## src/sv/bpg_pkg.sv

```systemverilog
`timescale 1ns / 1ps
// package: shared types, constants and glyph palettes of the bmp glyph block
package bpg_pkg;

    // image size bounds, the effective width and height saturate here
    localparam int MAX_WIDTH  = 4096;
    localparam int MAX_HEIGHT = 4096;

    // depth of the job queue between front and back
    localparam int QUEUE_DEPTH = 4;

    // configuration port
    localparam int CFG_DATA_W = 13;

    typedef enum logic [1:0] {
        REG_DEPTH   = 2'd0,
        REG_WIDTH   = 2'd1,
        REG_HEIGHT  = 2'd2,
        REG_PALETTE = 2'd3
    } cfg_reg_t;

    // depth codes, the codes above MODE_32BPP act as 8bpp
    localparam logic [2:0] MODE_1BPP  = 3'd0;
    localparam logic [2:0] MODE_4BPP  = 3'd1;
    localparam logic [2:0] MODE_8BPP  = 3'd2;
    localparam logic [2:0] MODE_24BPP = 3'd3;
    localparam logic [2:0] MODE_32BPP = 3'd4;

    // fixed glyphs of the 1bpp mode
    localparam logic [7:0] GLYPH_SET   = 8'd32;
    localparam logic [7:0] GLYPH_CLEAR = 8'd219;

    // gradient palettes, first glyph in the top byte
    localparam logic [127:0] PAL_0 = " .:!/rl1Z4H9W8$@";
    localparam logic [63:0]  PAL_1 = " .:^uwUW";
    localparam logic [63:0]  PAL_2 = " .:^raAR";
    localparam logic [31:0]  PAL_3 = {8'd32, 8'd176, 8'd178, 8'd219};

    // reciprocal of 48 in 16 fraction bits, level = sum * RECIP_48 >> 16
    localparam logic [10:0] RECIP_48 = 11'd1366;

    typedef struct packed {
        logic [2:0]  depth_mode;
        logic [12:0] image_width;
        logic [12:0] image_height;
        logic [2:0]  palette_select;
    } cfg_t;

    typedef struct packed {
        logic [7:0] pixel_byte;
        logic       frame_start;
    } pix_word_t;

    typedef struct packed {
        logic [7:0]  glyph;
        logic [11:0] out_row;
        logic [11:0] out_column;
        logic        last;
        logic        image_done;
    } gly_word_t;

    // one queued job: the pixels that one input byte produces
    typedef struct packed {
        logic        bitmap;
        logic [7:0]  data;
        logic [3:0]  count;
        logic [11:0] column;
        logic [11:0] row;
        logic        done;
    } job_t;

    // map a 4-bit level onto the selected palette, optionally reversed
    function automatic logic [7:0] level_glyph(input logic [3:0] level,
                                               input logic [2:0] sel);
        logic [3:0] idx4;
        logic [2:0] idx3;
        logic [1:0] idx2;
        logic [7:0] g;
        idx4 = level ^ {4{sel[0]}};
        idx3 = level[3:1] ^ {3{sel[0]}};
        idx2 = level[3:2] ^ {2{sel[0]}};
        unique case (sel[2:1])
            2'd0:    g = PAL_0[{~idx4, 3'b000} +: 8];
            2'd1:    g = PAL_1[{~idx3, 3'b000} +: 8];
            2'd2:    g = PAL_2[{~idx3, 3'b000} +: 8];
            default: g = PAL_3[{~idx2, 3'b000} +: 8];
        endcase
        return g;
    endfunction

endpackage

```

## src/sv/bpg_front.sv

```systemverilog
`timescale 1ns / 1ps
// front end: takes bytes, tracks row/column, queues a job per byte with pixels
module bpg_front
    import bpg_pkg::*;
(
    input  logic      clk,
    input  logic      rst_n,
    input  cfg_t      cfg,
    input  logic      pix_valid,
    output logic      pix_stall,
    input  pix_word_t pix_data,
    input  logic      queue_full,
    output logic      job_push,
    output job_t      job
);

    logic [12:0] scan_row_reg, scan_row_next;
    logic [12:0] pixel_column_reg, pixel_column_next;
    logic [14:0] row_byte_count_reg, row_byte_count_next;
    logic [9:0]  channel_sum_reg, channel_sum_next;
    logic [1:0]  channel_index_reg, channel_index_next;
    logic        finished_reg, finished_next;

    logic        accept;
    logic [12:0] width_eff, height_eff;
    logic [2:0]  mode_eff;
    logic [14:0] row_data, stride;

    logic [12:0] sr, pc;
    logic [14:0] rbc;
    logic [9:0]  csum, csum_add;
    logic [1:0]  cidx;
    logic        fin;

    logic [12:0] remain;
    logic [2:0]  cidx_inc, need;
    logic [20:0] rgb_product;
    logic [3:0]  n;
    logic [12:0] pc_after;
    logic [13:0] sr_inc;
    logic [15:0] rbc_inc;
    logic        done;
    logic [12:0] row_diff;

    assign accept    = pix_valid && !queue_full;
    assign pix_stall = queue_full;

    // effective width, height and depth
    always_comb
    begin
        if (cfg.image_width == 13'd0)
            width_eff = 13'd1;
        else if (int'(cfg.image_width) > MAX_WIDTH)
            width_eff = 13'(MAX_WIDTH);
        else
            width_eff = cfg.image_width;

        if (cfg.image_height == 13'd0)
            height_eff = 13'd1;
        else if (int'(cfg.image_height) > MAX_HEIGHT)
            height_eff = 13'(MAX_HEIGHT);
        else
            height_eff = cfg.image_height;

        mode_eff = (cfg.depth_mode > MODE_32BPP) ? MODE_8BPP : cfg.depth_mode;
    end

    // bytes per row and the padded stride
    always_comb
    begin
        unique case (mode_eff)
            MODE_1BPP:  row_data = ({2'b00, width_eff} + 15'd7) >> 3;
            MODE_4BPP:  row_data = ({2'b00, width_eff} + 15'd1) >> 1;
            MODE_24BPP: row_data = {2'b00, width_eff} + {1'b0, width_eff, 1'b0};
            MODE_32BPP: row_data = {width_eff, 2'b00};
            default:    row_data = {2'b00, width_eff};
        endcase
        stride = (row_data + 15'd3) & ~15'd3;
    end

    // counter values seen by this word, cleared on frame start
    always_comb
    begin
        sr   = pix_data.frame_start ? '0 : scan_row_reg;
        pc   = pix_data.frame_start ? '0 : pixel_column_reg;
        rbc  = pix_data.frame_start ? '0 : row_byte_count_reg;
        csum = pix_data.frame_start ? '0 : channel_sum_reg;
        cidx = pix_data.frame_start ? '0 : channel_index_reg;
        fin  = pix_data.frame_start ? 1'b0 : finished_reg;
    end

    // classify the word: pixel count, job payload and next counter values
    always_comb
    begin
        remain      = width_eff - pc;
        cidx_inc    = {1'b0, cidx} + 3'd1;
        need        = (mode_eff == MODE_32BPP) ? 3'd4 : 3'd3;
        csum_add    = (cidx < 2'd3) ? (csum + {2'b00, pix_data.pixel_byte}) : csum;
        rgb_product = csum_add * RECIP_48;

        n                  = 4'd0;
        job.bitmap         = 1'b0;
        job.data           = pix_data.pixel_byte;
        channel_sum_next   = csum;
        channel_index_next = cidx;

        if (pc < width_eff)
        begin
            unique case (mode_eff)
                MODE_1BPP:
                begin
                    n          = (remain >= 13'd8) ? 4'd8 : remain[3:0];
                    job.bitmap = 1'b1;
                end
                MODE_4BPP:
                begin
                    n = (remain == 13'd1) ? 4'd1 : 4'd2;
                end
                MODE_24BPP, MODE_32BPP:
                begin
                    if (cidx_inc >= need)
                    begin
                        n                  = 4'd1;
                        job.data           = {rgb_product[19:16], 4'b0000};
                        channel_sum_next   = '0;
                        channel_index_next = '0;
                    end
                    else
                    begin
                        channel_sum_next   = csum_add;
                        channel_index_next = cidx_inc[1:0];
                    end
                end
                default:
                begin
                    n = 4'd1;
                end
            endcase
        end

        pc_after = pc + {9'd0, n};
        sr_inc   = {1'b0, sr} + 14'd1;
        rbc_inc  = {1'b0, rbc} + 16'd1;
        done     = (n != 4'd0) && (pc_after >= width_eff) && (sr_inc >= {1'b0, height_eff});
        row_diff = height_eff - 13'd1 - sr;

        job.count  = n;
        job.column = pc[11:0];
        job.row    = (sr < height_eff) ? row_diff[11:0] : 12'd0;
        job.done   = done;

        scan_row_next       = sr;
        pixel_column_next   = pc_after;
        row_byte_count_next = rbc;
        finished_next       = done;

        // end of row: padding consumed, step to the next scan row
        if (!done)
        begin
            if (rbc_inc >= {1'b0, stride})
            begin
                row_byte_count_next = '0;
                pixel_column_next   = '0;
                channel_sum_next    = '0;
                channel_index_next  = '0;
                scan_row_next       = sr_inc[12:0];
                finished_next       = (sr_inc >= {1'b0, height_eff});
            end
            else
            begin
                row_byte_count_next = rbc_inc[14:0];
            end
        end

        // image complete: the word is dropped
        if (fin)
        begin
            scan_row_next       = sr;
            pixel_column_next   = pc;
            row_byte_count_next = rbc;
            channel_sum_next    = csum;
            channel_index_next  = cidx;
            finished_next       = fin;
        end

        job_push = accept && !fin && (n != 4'd0);
    end

    // counter registers
    always_ff @(posedge clk or negedge rst_n)
    begin
        if (!rst_n)
        begin
            scan_row_reg       <= '0;
            pixel_column_reg   <= '0;
            row_byte_count_reg <= '0;
            channel_sum_reg    <= '0;
            channel_index_reg  <= '0;
            finished_reg       <= 1'b0;
        end
        else if (accept)
        begin
            scan_row_reg       <= scan_row_next;
            pixel_column_reg   <= pixel_column_next;
            row_byte_count_reg <= row_byte_count_next;
            channel_sum_reg    <= channel_sum_next;
            channel_index_reg  <= channel_index_next;
            finished_reg       <= finished_next;
        end
    end

`ifndef ASSERT_OFF
    // no job once the image is complete and no new frame starts
    assert property (@(posedge clk) disable iff (!rst_n)
        (accept && finished_reg && !pix_data.frame_start) |-> !job_push)
        else $error("job queued after image completion");

    // a job holds one to eight pixels
    assert property (@(posedge clk) disable iff (!rst_n)
        job_push |-> (job.count != 4'd0 && job.count <= 4'd8))
        else $error("job pixel count out of range");
`endif

endmodule

```

## src/sv/bpg_queue.sv

```systemverilog
`timescale 1ns / 1ps
// job queue between the front end and the back end
module bpg_queue
    import bpg_pkg::*;
#(
    parameter int DEPTH = QUEUE_DEPTH
)
(
    input  logic clk,
    input  logic rst_n,
    input  logic push,
    input  job_t push_job,
    output logic full,
    input  logic pop,
    output job_t head,
    output logic empty
);

    localparam int PTR_W = (DEPTH > 1) ? $clog2(DEPTH) : 1;
    localparam int CNT_W = $clog2(DEPTH + 1);

    job_t             entries_reg [DEPTH];
    logic [PTR_W-1:0] wr_ptr_reg, rd_ptr_reg;
    logic [CNT_W-1:0] count_reg;

    assign full  = (count_reg == CNT_W'(DEPTH));
    assign empty = (count_reg == '0);
    assign head  = entries_reg[rd_ptr_reg];

    // storage
    always_ff @(posedge clk)
    begin
        if (push)
            entries_reg[wr_ptr_reg] <= push_job;
    end

    // pointers and fill count
    always_ff @(posedge clk or negedge rst_n)
    begin
        if (!rst_n)
        begin
            wr_ptr_reg <= '0;
            rd_ptr_reg <= '0;
            count_reg  <= '0;
        end
        else
        begin
            if (push)
                wr_ptr_reg <= (wr_ptr_reg == PTR_W'(DEPTH - 1)) ? '0 : wr_ptr_reg + 1'b1;
            if (pop)
                rd_ptr_reg <= (rd_ptr_reg == PTR_W'(DEPTH - 1)) ? '0 : rd_ptr_reg + 1'b1;
            if (push && !pop)
                count_reg <= count_reg + 1'b1;
            else if (pop && !push)
                count_reg <= count_reg - 1'b1;
        end
    end

`ifndef ASSERT_OFF
    // no write into a full queue, no read from an empty one
    assert property (@(posedge clk) disable iff (!rst_n)
        (full |-> !push) and (empty |-> !pop))
        else $error("queue overflow or underflow");

    // fill count stays within the depth
    assert property (@(posedge clk) disable iff (!rst_n)
        count_reg <= CNT_W'(DEPTH))
        else $error("queue fill count beyond depth");
`endif

endmodule

```

## src/sv/bpg_back.sv

```systemverilog
`timescale 1ns / 1ps
// back end: expands each job into glyph words, one per cycle while the output is not stalled
module bpg_back
    import bpg_pkg::*;
(
    input  logic      clk,
    input  logic      rst_n,
    input  logic [2:0] palette_select,
    input  job_t      head,
    input  logic      empty,
    output logic      pop,
    output logic      gly_valid,
    input  logic      gly_stall,
    output gly_word_t gly_data
);

    logic [2:0] slot_reg;
    logic       gly_valid_reg;
    gly_word_t  gly_data_reg;

    logic       load;
    logic       last_slot;
    logic [3:0] level;
    logic       pix_bit;
    gly_word_t  word;

    assign load      = !empty && (!gly_valid_reg || !gly_stall);
    assign last_slot = (({1'b0, slot_reg} + 4'd1) == head.count);
    assign pop       = load && last_slot;

    // glyph for the current pixel of the head job
    always_comb
    begin
        pix_bit         = head.data[~slot_reg];
        level           = (slot_reg == 3'd0) ? head.data[7:4] : head.data[3:0];
        word.glyph      = head.bitmap ? (pix_bit ? GLYPH_SET : GLYPH_CLEAR)
                                      : level_glyph(level, palette_select);
        word.out_row    = head.row;
        word.out_column = head.column + {9'd0, slot_reg};
        word.last       = last_slot;
        word.image_done = head.done && last_slot;
    end

    // output register and pixel slot within the job
    always_ff @(posedge clk or negedge rst_n)
    begin
        if (!rst_n)
        begin
            gly_valid_reg <= 1'b0;
            slot_reg      <= '0;
        end
        else
        begin
            if (load)
            begin
                gly_valid_reg <= 1'b1;
                slot_reg      <= last_slot ? 3'd0 : slot_reg + 3'd1;
            end
            else if (!gly_stall)
            begin
                gly_valid_reg <= 1'b0;
            end
        end
    end

    always_ff @(posedge clk)
    begin
        if (load)
            gly_data_reg <= word;
    end

    assign gly_valid = gly_valid_reg;
    assign gly_data  = gly_data_reg;

`ifndef ASSERT_OFF
    // image completion only on the final word of a byte
    assert property (@(posedge clk) disable iff (!rst_n)
        (gly_valid && gly_data.image_done) |-> gly_data.last)
        else $error("image_done without last");

    // slot stays inside the head job
    assert property (@(posedge clk) disable iff (!rst_n)
        !empty |-> (head.count != 4'd0 && {1'b0, slot_reg} < head.count))
        else $error("pixel slot beyond job count");
`endif

endmodule

```

## src/sv/bmp_pixel_stream_to_glyphs.sv

```systemverilog
`timescale 1ns / 1ps
// a byte's job is written into the job queue, and its glyph words into the output register
// throughput: one byte per cycle while bytes give at most one pixel and gly_stall is low;
// a byte of n pixels (up to 8 at 1bpp, 2 at 4bpp) holds the back end for n glyph words,
// set by the single glyph output register, a 4-entry job queue absorbs bursts
// reset: counters, queue and output cleared at once, registers to defaults;
// no clearing pass, the block takes bytes on the first cycle after reset
module bmp_pixel_stream_to_glyphs
    import bpg_pkg::*;
(
    input  logic                  clk,
    input  logic                  rst_n,
    input  logic                  cfg_write,
    input  logic [1:0]            cfg_index,
    input  logic [CFG_DATA_W-1:0] cfg_data,
    input  logic                  pix_valid,
    output logic                  pix_stall,
    input  pix_word_t             pix_data,
    output logic                  gly_valid,
    input  logic                  gly_stall,
    output gly_word_t             gly_data
);

    cfg_t cfg_reg;
    logic queue_full, queue_empty, job_push, job_pop;
    job_t push_job, head_job;

    // configuration registers
    always_ff @(posedge clk or negedge rst_n)
    begin
        if (!rst_n)
        begin
            cfg_reg.depth_mode     <= MODE_8BPP;
            cfg_reg.image_width    <= 13'd1;
            cfg_reg.image_height   <= 13'd1;
            cfg_reg.palette_select <= 3'd0;
        end
        else if (cfg_write)
        begin
            unique case (cfg_reg_t'(cfg_index))
                REG_DEPTH:   cfg_reg.depth_mode     <= cfg_data[2:0];
                REG_WIDTH:   cfg_reg.image_width    <= cfg_data[12:0];
                REG_HEIGHT:  cfg_reg.image_height   <= cfg_data[12:0];
                REG_PALETTE: cfg_reg.palette_select <= cfg_data[2:0];
            endcase
        end
    end

    // byte intake and classification
    bpg_front u_front (
        .clk        (clk),
        .rst_n      (rst_n),
        .cfg        (cfg_reg),
        .pix_valid  (pix_valid),
        .pix_stall  (pix_stall),
        .pix_data   (pix_data),
        .queue_full (queue_full),
        .job_push   (job_push),
        .job        (push_job)
    );

    // job queue
    bpg_queue #(
        .DEPTH (QUEUE_DEPTH)
    ) u_queue (
        .clk      (clk),
        .rst_n    (rst_n),
        .push     (job_push),
        .push_job (push_job),
        .full     (queue_full),
        .pop      (job_pop),
        .head     (head_job),
        .empty    (queue_empty)
    );

    // glyph expansion
    bpg_back u_back (
        .clk            (clk),
        .rst_n          (rst_n),
        .palette_select (cfg_reg.palette_select),
        .head           (head_job),
        .empty          (queue_empty),
        .pop            (job_pop),
        .gly_valid      (gly_valid),
        .gly_stall      (gly_stall),
        .gly_data       (gly_data)
    );

endmodule

```

## config.mk

```make
export PLATFORM = sky130hd
export DESIGN_NAME = bmp_pixel_stream_to_glyphs
export DESIGN_NICKNAME = d
export VERILOG_FILES = /design/src/sv/bpg_pkg.sv /design/src/sv/bpg_front.sv /design/src/sv/bpg_queue.sv /design/src/sv/bpg_back.sv /design/src/sv/bmp_pixel_stream_to_glyphs.sv
export SDC_FILE = /design/constraint.sdc
export NUM_CORES = 1
export LEC_CHECK = 0
export BUFFER_PORTS_ARGS = -buffer_cell sky130_fd_sc_hd__buf_2
export CORE_ASPECT_RATIO = 0.75
export CORE_MARGIN = 2
export CORE_UTILIZATION = 40
export CTS_CLUSTER_SIZE = 40
export DETAILED_ROUTE_END_ITERATION = 8
export HOLD_SLACK_MARGIN = 0.05
export PLACE_DENSITY = 0.6
export SLEW_MARGIN = 20
export SYNTH_ARGS = -nofsm -noshare
export SYNTH_HDL_FRONTEND = slang
export SYNTH_HIERARCHICAL = 1
export SYNTH_SLANG_ARGS = --single-unit
```

## constraint.sdc

```tcl
create_clock -name clk -period 6.9 [get_ports clk]
set_input_delay 1.38 -clock clk [delete_from_list [all_inputs] [get_ports clk]]
set_output_delay 1.38 -clock clk [all_outputs]
set_load 0.01 [all_outputs]
```

==> flow_summary_export.csv <==
group,metric,value,unit
timing,clock_skew,26.4,ps
routing,viasPerCell,5.49,
synth,ys_types,108,
setup_path,cp_data_required_time,7360,ps
power,seq_power_share,25.0,%
timing,min_period,7340,ps
synth,synth_nets,1983,
synth,synth_fa_ha_area_share,14.6,%
routing,wire_per_inst,19.7,µm
synth,yosys.area_share.simple,12.8,%
clock_tree,ctsHoldBuffers,0,
synth,yosysMostFrequentCell,"edfxtp_1",
clock_tree,cts_buffers,30,
clock_tree,insertion_delay,600,ps
timing,finalHoldViolCount,0,
timing,drv_slew,0,
final_layout,stdcell_count,2688,
routing,first_pass_iters,6,
final_layout,num_antenna_cells,0,
global_route,grtUsageMet3,4.59,%
routing,postRouteAntennaNets,0,
final_layout,drive_above_1_share,28.1,%
routing,dr_total_vias,14750,
setup_path,worst-setup-path-type,"reg2reg",
synth,syn_area,19600,µm²
power,p_sw_share,40.5,%
global_route,grt.met1_usage,31.5,%
setup_path,reg2reg_depth,33,
power,pwr-share-clk,17.1,%
final_layout,synthToLayoutAreaGrowth,21.5,%
synth,postSynthCellCount,1742,
timing,rsz0062_at_grt,"true",
final_layout,largest_reg_flops,152,
clock_tree,cts-root-buf,"clkbuf_16",
synth,synthTopCellsByArea,"edfxtp_1, dfrtp_1, ha_1",
final_layout,design_area,23900,µm²
global_route,busiest_layer,"met1",
global_route,grtUsageTotal,20.7,%
synth,synth-compound-area-share,12.8,%
floorplan,num_rows,70,
synth,synth_seq_cells,283,
routing,drc,0,
global_route,grt_pass1_wl,83200,µm
synth,synth_xor_area_share,5.84,%
outcome,violations,"setup timing",
final_layout,nets,2258,
synth,synth_top_area_share,28.5,%
power,vdd_drop_max,0.000406,V
timing,worstMarginPinSlew,1130,ps
synth,synth_top_family_by_area,"adder cells",
final_layout,fillers,4321,
job,maxCapViolations,0,
final_layout,final_util,49.1,%
setup_path,slowest_delay,550,ps
global_route,grt_max_degree,60,
synth,synth-edff-count,186,
placement,dp_slack,-1060,ps
setup_path,slowest_stage,"or4_4",
placement,placed_area,22200,µm²
setup_path,rrSetupSlack,-440,ps
setup_path,critPathMaxFanout,7,
placement,io_buffers,64,
floorplan,dieArea,50900,µm²
hold_path,min_path_cells,2,
clock_tree,clock_sinks,283,
synth,synthFlopType,"edfxtp_1",
timing,finalCritPeriodShare,106,%
setup_path,cp-end-kind,"register",
global_route,grt_pass1_vias,14607,
power,combPwrFrac,57.9,%
power,p_sw,4.06,mW
routing,totalWireLength,53000,µm
power,power_leakage,10.3,nW
synth,ys_top_cells_by_count,"edfxtp_1, ha_1, nand2_1",
floorplan,die_height,196,µm
synth,synth_top_cell_by_area,"edfxtp_1",
clock_tree,clk_path_buf_depth,3,
timing,final-setup-viol-count,58,
floorplan,pin_count,65,
placement,gp_congestion,0.919,
timing,layout_setup_ws,-443,ps
synth,syn_area_per_cell,11.3,µm²
setup_path,crit_cells,33,
floorplan,core,48600,µm²
setup_path,crit_arrival,7810,ps
clock_tree,path_clk_slew,70,ps
setup_path,crit_family,"simple AND/OR/NAND/NOR gates",
global_route,grt_overflow_total,0,
global_route,met2_usage,30.7,%
setup_path,worstSetupStartpointType,"register",
synth,async_reset_ff_share,34.3,%
synth,yosysWarnings,6,
power,internal-power,5.95,mW
floorplan,die_x,260,µm
routing,dr.first_iter.drc_count,1178,
placement,hpwl,40300,µm
outcome,status,"complete, but fails checks",
global_route,antenna_found_initial,0,
hold_path,hold_class,"reg2reg",
power,powerDensity,419,nW/µm²
synth,synth_mux_area_share,8.73,%
timing,max_freq,136,MHz
placement,dpl.cell_count,2612,
setup_path,crit_top_cell,"and3_4",
synth,yosysSeqAreaShare,40.8,%
setup_path,crit_buf_inv,4,
timing,relSlewSlack,24.6,%
clock_tree,ctsHtreeMaxLevel,1,
clock_tree,cts_tree,"done",
floorplan,start_util,40.4,%
-- through the flow --
| stage | total power [mW] | TNS, ps | hold slack, ps |
|---|---|---|---|
| floorplan | 6.23 | -40270 | 442 |
| finish | 10.0 | -19450 | 488 |
| CTS | 9.75 | -18280 | 491 |
| global route | 10.8 | -34320 | 508 |
| detailed placement | 7.82 | -68850 | 471 |
| global placement | 7.71 | -63420 | 457 |
-- path summary, 6_finish.rpt --
kind	end	startpoint
min reg2reg	u_front/channel_sum_reg[8]$_DFFE_PN0P_	u_front/channel_sum_reg[8]$_DFFE_PN0P_
max in group asynchronous	u_queue/rd_ptr_reg[0]$_DFFE_PN0P_	rst_n
max reg2reg	u_front/row_byte_count_reg[12]$_DFFE_PN0P_	cfg_reg[23]$_DFFE_PN0P_
max	u_front/row_byte_count_reg[12]$_DFFE_PN0P_	cfg_reg[23]$_DFFE_PN0P_
min in group asynchronous	u_front/scan_row_reg[7]$_DFFE_PN0P_	rst_n
min	u_front/channel_sum_reg[8]$_DFFE_PN0P_	u_front/channel_sum_reg[8]$_DFFE_PN0P_
-- cell families after synthesis --
| group | Yosys count |
|---|---|
| mux | 104 |
| flops | 283 |
| xor+xnor | 122 |
| compound gates | 357 |
| simple gates | 477 |
| buf+inv | 186 |
| fa+ha+maj | 213 |
-- what timing repair did --
action / in CTS / in global routing
hold endpoints to repair: 0 / 0
buffers inserted: 16 / 4
gates resized for setup: 63 / 36
pin swaps: 43 / 23
endpoints found under the setup margin: 74 / 74
-- per-layer routing --
metal	routed length, µm	vias up	share of wire [%]
li1	-	7005	-
met1	25800	7291	49
met2	22500	403	43
met3	3830	51	7.2
met4	755	0	1.4
met5	0	-	0
-- worst min-delay path, cell delays in order, from the launching register on --
cell and delay (ps):
dfrtp_1 340, nand2_1 50, o21ai_1 70
-- area by class of cell --
type | count | area, µm² | area share [%]
clock inverters | 23 | 275 | 1.15
clock buffers | 32 | 758 | 3.18
repair buffers | 306 | 2240 | 9.38
inverters | 123 | 469 | 1.97
multi-input cells | 1273 | 11300 | 47.3
flip-flops and latches | 283 | 8020 | 33.6
well taps | 648 | 811 | 3.40
-- power groups by stage --
stage	combinational [mW]	clock, mW	sequential (mW)
3_3_place_gp	5.18	0	2.53
3_5_place_dp	5.28	0	2.54
2_1_floorplan	3.75	0	2.48
4_1_cts	5.49	1.75	2.51
6_report	5.79	1.71	2.50
5_1_grt	6.48	1.80	2.55
-- placed cells by master, fill, tap and decap left out, types with 15 or more instances in the layout --
cell type / netlist / final
inv_1: 118 / 114
a31oi_1: 17 / 17
clkbuf_16: 0 / 30
nor3_1: 36 / 35
mux2_4: 21 / 22
buf_4: 6 / 231
a21o_1: 38 / 38
edfxtp_1: 186 / 186
nand2b_1: 23 / 23
o21ai_0: 72 / 55
nand2_1: 144 / 140
ha_1: 184 / 172
mux4_2: 40 / 40
mux2i_1: 17 / 17
xor2_1: 36 / 35
buf_2: 9 / 63
xnor2_1: 81 / 76
nor2b_1: 45 / 40
mux2_2: 22 / 21
a22o_1: 23 / 23
and3_1: 25 / 20
dfrtp_1: 94 / 93
o21ai_1: 6 / 16
nor2_1: 81 / 77
fa_1: 28 / 25
o21a_1: 15 / 15
nand3_1: 27 / 25
a21oi_1: 54 / 44
Note: power is estimated with default switching activity, not from simulation.
